===== config.mk =====
export PLATFORM = sky130hd
export DESIGN_NAME = qph_hash
export DESIGN_NICKNAME = d
export VERILOG_FILES = /design/src/qph_pkg.sv /design/src/qph_hash.sv
export SDC_FILE = /design/constraint.sdc
export NUM_CORES = 2
export LEC_CHECK = 0
export CORE_MARGIN = 3
export CORE_UTILIZATION = 61
export CTS_CLUSTER_DIAMETER = 120
export CTS_CLUSTER_SIZE = 14
export DETAILED_ROUTE_END_ITERATION = 10
export DONT_BUFFER_PORTS = 1
export MAX_ROUTING_LAYER = met4
export PLACE_DENSITY = 0.8
export SLEW_MARGIN = 0
export SYNTH_ARGS = -nofsm -noshare
export SYNTH_HDL_FRONTEND = slang
export SYNTH_SLANG_ARGS = --single-unit

===== constraint.sdc =====
create_clock -name aclk -period 16.2 [get_ports aclk]
set_input_delay 2.43 -clock aclk [delete_from_list [all_inputs] [get_ports aclk]]
set_output_delay 2.43 -clock aclk [all_outputs]
set_load 0.02 [all_outputs]

===== src/qph_pkg.sv =====
// ----------------------------------------------------------------------------
// qph_pkg
// Shared types and constants for the quadratic-probe hash table.
// ----------------------------------------------------------------------------
package qph_pkg;

    localparam int SLOTS_DEF  = 256;
    localparam int CAP_W      = 9;
    localparam int KEY_W      = 32;
    localparam int VAL_W      = 32;
    localparam int HASH_SHIFT = 16;
    localparam int HASH_W     = 2 * KEY_W - HASH_SHIFT;
    localparam logic [KEY_W-1:0] HASH_MULT = 32'd2654435761;

    // Index arithmetic width: holds any slot index, the capacity and their sum.
    function automatic int idx_arith_w(input int slots);
        int iw;
        iw = $clog2(slots);
        return ((iw > CAP_W) ? iw : CAP_W) + 1;
    endfunction

    typedef enum logic [1:0] {
        CMD_PUT    = 2'd0,
        CMD_GET    = 2'd1,
        CMD_REMOVE = 2'd2,
        CMD_NONE   = 2'd3
    } cmd_t;

    typedef enum logic [2:0] {
        ST_INSERTED  = 3'd0,
        ST_UPDATED   = 3'd1,
        ST_FOUND     = 3'd2,
        ST_REMOVED   = 3'd3,
        ST_NOT_FOUND = 3'd4,
        ST_FULL      = 3'd5
    } status_t;

    typedef enum logic [1:0] {
        MARK_EMPTY   = 2'd0,
        MARK_USED    = 2'd1,
        MARK_DELETED = 2'd2
    } mark_t;

endpackage


===== src/qph_hash.sv =====
// ----------------------------------------------------------------------------
// qph_hash
// Home slot unit: multiplicative hash, then remainder by the capacity,
// eight quotient bits per cycle.
// ----------------------------------------------------------------------------
module qph_hash #(
    parameter int AW = qph_pkg::idx_arith_w(qph_pkg::SLOTS_DEF)
) (
    input  logic                      aclk,
    input  logic                      aresetn,
    input  logic                      start,
    input  logic [qph_pkg::KEY_W-1:0] key,
    input  logic [AW-1:0]             cap,
    output logic                      done,
    output logic [AW-1:0]             home
);
    import qph_pkg::*;

    localparam int STEP_BITS = 8;
    localparam int MOD_CYC   = HASH_W / STEP_BITS;
    localparam int CNT_W     = $clog2(MOD_CYC);

    typedef enum logic [1:0] {H_IDLE, H_MUL, H_FIX, H_MOD} hstate_t;

    hstate_t                 state_reg;
    logic [KEY_W-1:0]        key_reg;
    logic [AW-1:0]           cap_reg;
    logic [2*KEY_W-1:0]      prod_reg;
    logic [HASH_W-1:0]       quo_reg;
    logic [AW-1:0]           rem_reg;
    logic [CNT_W-1:0]        cnt_reg;
    logic                    done_reg;
    logic [AW-1:0]           home_reg;
    logic [AW-1:0]           rem_next;

    // Restoring remainder over the top byte of the shifting quotient word.
    always_comb begin
        logic [AW-1:0] t;
        t = rem_reg;
        for (int i = 0; i < STEP_BITS; i++) begin
            t = {t[AW-2:0], quo_reg[HASH_W-1-i]};
            if (t >= cap_reg) begin
                t = t - cap_reg;
            end
        end
        rem_next = t;
    end

    always_ff @(posedge aclk) begin
        if (!aresetn) begin
            state_reg <= H_IDLE;
            done_reg  <= 1'b0;
        end else begin
            done_reg <= (state_reg == H_MOD) && (cnt_reg == CNT_W'(MOD_CYC - 1));
            case (state_reg)
                H_IDLE: begin
                    if (start) begin
                        key_reg   <= key;
                        cap_reg   <= cap;
                        state_reg <= H_MUL;
                    end
                end
                H_MUL: begin
                    prod_reg  <= {{KEY_W{1'b0}}, key_reg} * {{KEY_W{1'b0}}, HASH_MULT};
                    state_reg <= H_FIX;
                end
                H_FIX: begin
                    // sign extension of the key subtracts mult << 32
                    quo_reg   <= prod_reg[2*KEY_W-1:HASH_SHIFT]
                               - (key_reg[KEY_W-1] ? {HASH_MULT, {HASH_SHIFT{1'b0}}}
                                                   : {HASH_W{1'b0}});
                    rem_reg   <= '0;
                    cnt_reg   <= '0;
                    state_reg <= H_MOD;
                end
                H_MOD: begin
                    rem_reg <= rem_next;
                    quo_reg <= quo_reg << STEP_BITS;
                    cnt_reg <= cnt_reg + 1'b1;
                    if (cnt_reg == CNT_W'(MOD_CYC - 1)) begin
                        home_reg  <= rem_next;
                        state_reg <= H_IDLE;
                    end
                end
                default: state_reg <= H_IDLE;
            endcase
        end
    end

    assign done = done_reg;
    assign home = home_reg;

    home_below_cap: assert property (@(posedge aclk) disable iff (!aresetn)
        done_reg |-> home_reg < cap_reg)
        else $error("home slot not below capacity");

    done_after_mod: assert property (@(posedge aclk) disable iff (!aresetn)
        done_reg |-> $past(state_reg) == H_MOD)
        else $error("done without remainder pass");

    start_only_idle: assert property (@(posedge aclk) disable iff (!aresetn)
        (state_reg == H_MUL) |-> $past(state_reg) == H_IDLE)
        else $error("multiply entered from wrong state");

endmodule


; ---- Yosys cells after proc, flatten, opt, wreduce, memory -nomap -nowiden
; Cells that the tools add are included.
[word_totals]
register_bits = 179
input_bits = 45
[op_classes]
addsub = 10
n_mul = 1
n_lt_le_gt_ge = 8
eq_ne = 6
muxes = 15
reduce_logical = 8
[op_table]
columns = cell, count
row1 = 48-bit one-hot mux with 2 select lines, 1
row2 = 10-bit >= comparator, 8
row3 = 32-bit by 32-bit multiplier with 64-bit output (second input constant), 1
row4 = 9-bit two-way mux, 7
row5 = 9-bit subtractor, 7
row6 = 48-bit two-way mux, 1
row7 = 48-bit subtractor, 1
row8 = 9-bit one-hot mux with 2 select lines, 1
row9 = 10-bit two-way mux, 1
row10 = 10-bit subtractor, 1
row11 = 2-bit one-hot mux with 4 select lines, 1
row12 = 3-bit one-hot mux with 2 select lines, 1
row13 = 2-bit AND reduction, 3
row14 = 3-bit AND reduction, 2
row15 = 2-bit equality test (second input constant), 2
row16 = 2-bit two-way mux, 2
row17 = 3-bit by 1-bit adder with 3-bit output (second input constant), 1
row18 = 3-bit equality test (second input constant), 1
row19 = 2-bit by 1-bit equality test with 1-bit output (second input constant), 1
row20 = 2-bit logical NOT, 1
row21 = 2-bit by 1-bit inequality test with 1-bit output (second input constant), 1
row22 = 2-bit inequality test (second input constant), 1
row23 = 2-bit nonzero test, 1
row24 = 1-bit logical AND, 1

; ---- Longest topological paths before layout
[depth]
word_depth = 17
depth_mapped = 78
depth_no_buf = 72

; ---- Worst setup path after synthesis
; Ideal clock, no wire load.
[synth_timing]
path_kind = register -> register
from = reg cap_reg[1]
to = reg rem_reg[1] (data pin)
setup_time_ns = 0.255
arrival_ns = 15.566
path_slack_ns = 0.380
stages_incl_launch_ff = 63
n_path_buf = 9
synth_period_minus_slack_ns = 15.820
cell_sequence = edfxtp_1 > inv_1 > fa_1 > a21o_1 > a21oi_1 > a21oi_1 > o221ai_1 > clkbuf_1 > mux2_2 > ha_1 > o21ai_0 > a21oi_1 > o31ai_1 > a21oi_1 > clkbuf_1 > mux2_2 > ha_1 > o21ai_0 > [... 27 more ...] > clkbuf_1 > mux2_2 > ha_1 > nor2b_1 > o31ai_1 > nand3b_1 > a31oi_1 > clkbuf_1 > mux2i_1 > ha_1 > a21o_1 > a21oi_1 > o21ai_0 > a21oi_1 > o21ai_0 > o41ai_2 > mux2_2 > and2_1
[synth_via]
elab_chain_len = 17
[synth_lines]
columns = item, line_no
row1 = "start, declared", qph_hash.sv:27  ; logic [AW-1:0] cap_reg;
row2 = "start signal, assigned", qph_hash.sv:59  ; cap_reg <= cap;
row3 = 9-bit subtractor / 10-bit >= comparator (equally long branches), "qph_hash.sv:43, qph_hash.sv:42"
row4 = 9-bit two-way mux, qph_hash.sv:42  ; if (t >= cap_reg) begin
row5 = 9-bit subtractor / 10-bit >= comparator (equally long branches), "qph_hash.sv:43, qph_hash.sv:42"
row6 = 9-bit two-way mux, qph_hash.sv:42
row7 = 9-bit subtractor / 10-bit >= comparator (equally long branches), "qph_hash.sv:43, qph_hash.sv:42"
row8 = 9-bit two-way mux, qph_hash.sv:42
row9 = 9-bit subtractor / 10-bit >= comparator (equally long branches), "qph_hash.sv:43, qph_hash.sv:42"
row10 = 9-bit two-way mux, qph_hash.sv:42
row11 = [... 2 more ...], -
row12 = 9-bit subtractor / 10-bit >= comparator (equally long branches), "qph_hash.sv:43, qph_hash.sv:42"
row13 = 9-bit two-way mux, qph_hash.sv:42
row14 = 10-bit >= comparator / 9-bit subtractor (equally long branches), "qph_hash.sv:42, qph_hash.sv:43"
row15 = 9-bit two-way mux, qph_hash.sv:42
row16 = 10-bit subtractor / 10-bit >= comparator (equally long branches), "qph_hash.sv:43, qph_hash.sv:42"
row17 = 10-bit two-way mux *, qph_hash.sv:42
row18 = via rem_next[1], qph_hash.sv:34  ; logic [AW-1:0] rem_next;
row19 = 9-bit one-hot mux with 2 select lines *, qph_hash.sv:55  ; case (state_reg)
row20 = "end signal, assigned", qph_hash.sv:77  ; rem_reg <= rem_next;
row21 = "end, declared", qph_hash.sv:30  ; logic [AW-1:0] rem_reg;
; Mark *: on every way through the listed nets, which the timed path passes. The rest lies on a longest branch.
; A chain may end at the register's enable or synchronous reset.

; ---- Worst setup path in the final report
[layout_timing]
from = reg quo_reg[47]
to = reg rem_reg[8] (data pin)
[layout_via]
elab_chain_len = 17
[layout_lines]
columns = item, line_no
row1 = "start, declared", qph_hash.sv:29  ; logic [HASH_W-1:0] quo_reg;
row2 = "start signal, assigned", qph_hash.sv:69  ; quo_reg <= prod_reg[2*KEY_W-1:HASH_SHIFT]
row3 = "start signal, assigned", qph_hash.sv:78  ; quo_reg <= quo_reg << STEP_BITS;
row4 = 9-bit subtractor / 10-bit >= comparator (equally long branches), "qph_hash.sv:43, qph_hash.sv:42"
row5 = 9-bit two-way mux *, qph_hash.sv:42
row6 = 9-bit subtractor / 10-bit >= comparator (equally long branches), "qph_hash.sv:43, qph_hash.sv:42"
row7 = 9-bit two-way mux *, qph_hash.sv:42
row8 = 9-bit subtractor / 10-bit >= comparator (equally long branches), "qph_hash.sv:43, qph_hash.sv:42"
row9 = 9-bit two-way mux *, qph_hash.sv:42
row10 = 9-bit subtractor / 10-bit >= comparator (equally long branches), "qph_hash.sv:43, qph_hash.sv:42"
row11 = 9-bit two-way mux *, qph_hash.sv:42
row12 = [... 2 more ...], -
row13 = 9-bit subtractor / 10-bit >= comparator (equally long branches), "qph_hash.sv:43, qph_hash.sv:42"
row14 = 9-bit two-way mux *, qph_hash.sv:42
row15 = 9-bit subtractor / 10-bit >= comparator (equally long branches), "qph_hash.sv:43, qph_hash.sv:42"
row16 = 9-bit two-way mux *, qph_hash.sv:42
row17 = 10-bit subtractor / 10-bit >= comparator (equally long branches), "qph_hash.sv:43, qph_hash.sv:42"
row18 = 10-bit two-way mux *, qph_hash.sv:42
row19 = via rem_next[8], qph_hash.sv:34
row20 = 9-bit one-hot mux with 2 select lines *, qph_hash.sv:55
; Marks and branches as above.

==> results.py <==
metrics = {
    "outcome": {
        "status": "completed",
    },
    "sta": {
        "min_period_ns": 15.51,
        "worst_pin_slew_ns": 1.13,
        "fin_ws_ns": 0.690,
        "finalHoldViolations": 0,
        "clock_skew_ns": 0.0158,
        "slew_violations": 0,
        "tns_ns": 0,
        "fin_crit_sh_pct": 95.7,
        "fmax_mhz": 64.5,
        "finalSetupViolations": 0,
        "maxSlewHeadroom_pct": 24.6,
    },
    "global_route": {
        "grt_pass1_vias": 20869,
        "gr-usage-all-layers_pct": 30.1,
        "antenna_found_initial": 0,
        "use_met2_pct": 48.9,
        "use_met1_pct": 38.1,
        "grt.overflow.total": 0,
        "grt_most_used_layer": "met2",
        "grt_max_degree": 86,
        "met3_usage_pct": 5.42,
        "grt_pass1_wl_mm": 111,
    },
    "synth": {
        "ys_ff_latch": 163,
        "synth_top_cell_area_share_pct": 32.7,
        "synth-edff-count": 160,
        "synth_area_leaders": "fa_1 33%, ha_1 22%, edfxtp_1 17%, inv_1 8.2%, xnor2_1 2.4%",
        "ys_warn_count": 0,
        "syn-instance-count": 2633,
        "async_flop_share_pct": 0,
        "synth_ff_type": "edfxtp_1",
        "synth.avg_cell_area_sq_um": 10.8,
        "synth_nets": 3641,
        "synth.largest_area_cell": "fa_1",
        "ys_seq_area_share_pct": 17.1,
        "ys_types": 70,
        "synth_area_sq_um": 28400,
    },
    "routing": {
        "drt.antenna.violating_nets": 0,
        "wl_per_cell_microns": 21.3,
        "dr.pass1.iters": 7,
        "vias_per_cell": 5.83,
        "drc_errors": 0,
        "first_iter_violations": 1396,
        "drt_wl_total_mm": 70.3,
        "dr_total_vias": 19231,
    },
    "final_layout": {
        "n_fill_cell": 3386,
        "area_growth_pct": 6.15,
        "final_cells": 3296,
        "seq_area_sq_um": 4860,
        "fin_util_pct": 66.1,
        "final_nets": 3691,
        "antenna_cells": 0,
        "drive_gt1_share_pct": 6.31,
        "multi_input_comb_area_sq_um": 21300,
    },
    "clock_tree": {
        "clkLatencyLatePin_ns": 0.47,
        "cts_sinks": 163,
        "clk_pin_slew_ns": 0.07,
        "clock_path_buffers": 2,
        "numCtsBuffers": 17,
        "clockRootBuffer": "clkbuf_16",
        "ctsHoldBuffers": 0,
        "cts_tree": "built",
        "cts_max_level": 4,
    },
    "place": {
        "portBuffers": 0,
        "hpwl_mm": 59.0,
        "dpl.cell_count": 3248,
        "pre_cts_slack_ns": 0.0826,
        "gp_congestion": 0.976,
    },
    "worst_setup_path": {
        "cp_num_buf_inv": 9,
        "cpPeakStageDelay_ns": 0.52,
        "start_kind": "flip-flop",
        "cpLargestDelayFamily": "compound AO/OA/AOI/OAI gates",
        "worstPathMaxFanout": 13,
        "cp_slowest_cell": "o41a_1",
        "path_class": "reg2reg",
        "crit_path_end_kind": "flip-flop",
        "worstPathArrival_ns": 15.73,
        "crit_top_cell": "a21oi_2",
        "required_ns": 16.42,
    },
    "worst_hold_path": {
        "min_path_type": "reg2reg",
    },
    "floorplan": {
        "num_rows": 78,
        "initial_core_util_pct": 62.3,
        "die-area_sq_um": 49200,
        "core_area_sq_um": 45700,
        "die_y_microns": 222,
        "ios": 56,
        "die_x_microns": 222,
    },
    "job": {
        "drv_cap": 0,
    },
}
==> placed cells by master, fill, tap and decap left out, drive strengths merged, types with 39 or more instances in the layout <==
| master | synthesis | layout |
|---|---|---|
| a21o | 62 | 62 |
| a21oi | 101 | 101 |
| buf | 3 | 50 |
| edfxtp | 160 | 160 |
| fa | 464 | 464 |
| ha | 499 | 499 |
| inv | 618 | 620 |
| mux2 | 42 | 42 |
| nand2 | 91 | 91 |
| nor2 | 84 | 84 |
| nor2b | 39 | 39 |
| o21ai | 91 | 91 |
| xnor2 | 77 | 77 |
| xor2 | 50 | 50 |
==> cells in the mapped netlist (3+ instances only) <==
| library cell | instances |
|---|---|
| or3_1 | 3 |
| nand2b_1 | 14 |
| a221oi_1 | 3 |
| xor2_1 | 50 |
| a21o_1 | 62 |
| inv_1 | 618 |
| a211oi_1 | 5 |
| ha_1 | 499 |
| a21boi_0 | 7 |
| a311oi_1 | 3 |
| nor2_1 | 83 |
| o211ai_1 | 4 |
| o31a_1 | 3 |
| nand3_1 | 12 |
| xnor2_1 | 77 |
| a31oi_1 | 15 |
| mux2i_1 | 6 |
| and3_1 | 6 |
| nor3b_1 | 4 |
| fa_1 | 464 |
| nor4_1 | 4 |
| nand4_1 | 16 |
| nor2b_1 | 39 |
| o21ai_0 | 86 |
| o31ai_1 | 8 |
| and4_1 | 7 |
| a211o_1 | 5 |
| edfxtp_1 | 160 |
| a31o_2 | 6 |
| dfxtp_1 | 3 |
| nor3_1 | 23 |
| o21ai_1 | 4 |
| o21bai_1 | 15 |
| clkbuf_1 | 17 |
| nand2_1 | 91 |
| and2_1 | 18 |
| mux2_2 | 42 |
| a21oi_1 | 99 |
| o21a_1 | 8 |
==> cell families after synthesis <==
group,after synthesis,synth area share (%)
adders and majority gates,963,54.6
buffers and inverters,639,8.47
AOI/OAI and AO/OA,362,8.30
and+or+nand+nor,331,5.73
DFF,163,17.1
xor gates and xnor gates,127,3.91
muxes,48,1.87
==> worst paths after layout <==
path                    start           to  slack [ns]  cells after the start
hold / removal    quo_reg[38]  quo_reg[46]        0.53                      2
hold reg to reg   quo_reg[38]  quo_reg[46]        0.53                      2
setup reg to reg  quo_reg[47]   rem_reg[8]        0.69                     68
setup / recovery  quo_reg[47]   rem_reg[8]        0.69                     68
==> repair_timing <==
action | in CTS | in global routing
setup buffers | 0 | 14
gates resized for setup | 0 | 36
endpoints found under the setup margin | 0 | 19
hold endpoints to repair | 0 | 0
==> routing by layer <==
metal  part of all wire [%]  wire [microns]
met1                     41           28700
met2                     49           34300
met3                    6.3            4410
met4                    4.0            2830
met5                      0               0
==> stage by stage <==
step / cell area, sq um / hold slack [ns]
detailed placement: 29400 / 0.520
global placement: 29400 / 0.515
CTS: 29900 / 0.538
floorplan: 28400 / 0.500
global route: 30200 / 0.554
finish: 30200 / 0.534
==> worst reg2reg max path, delay by kind of cell (launching register included) <==
family / cells / cell delay [ns]
AND/OR/NAND/NOR: 10 / 1.30
multiplexers: 4 / 1.45
flip-flops: 1 / 0.36
AO/OA/AOI/OAI: 36 / 7.61
adder cells (fa/ha/maj): 9 / 3.17
buffers and inverters: 9 / 1.39
==> final cells by class <==
class,count,area share [%]
Multi-Input combinational cell,1831,70.5
Sequential cell,163,16.1
Inverter,619,7.70
Tap cell,600,2.49
Clock buffer,20,1.45
Timing Repair Buffer,51,1.37
Clock inverter,12,0.361
Power is not shown: default switching activity piles up to over one toggle a cycle in this logic, so the estimate is an artifact.
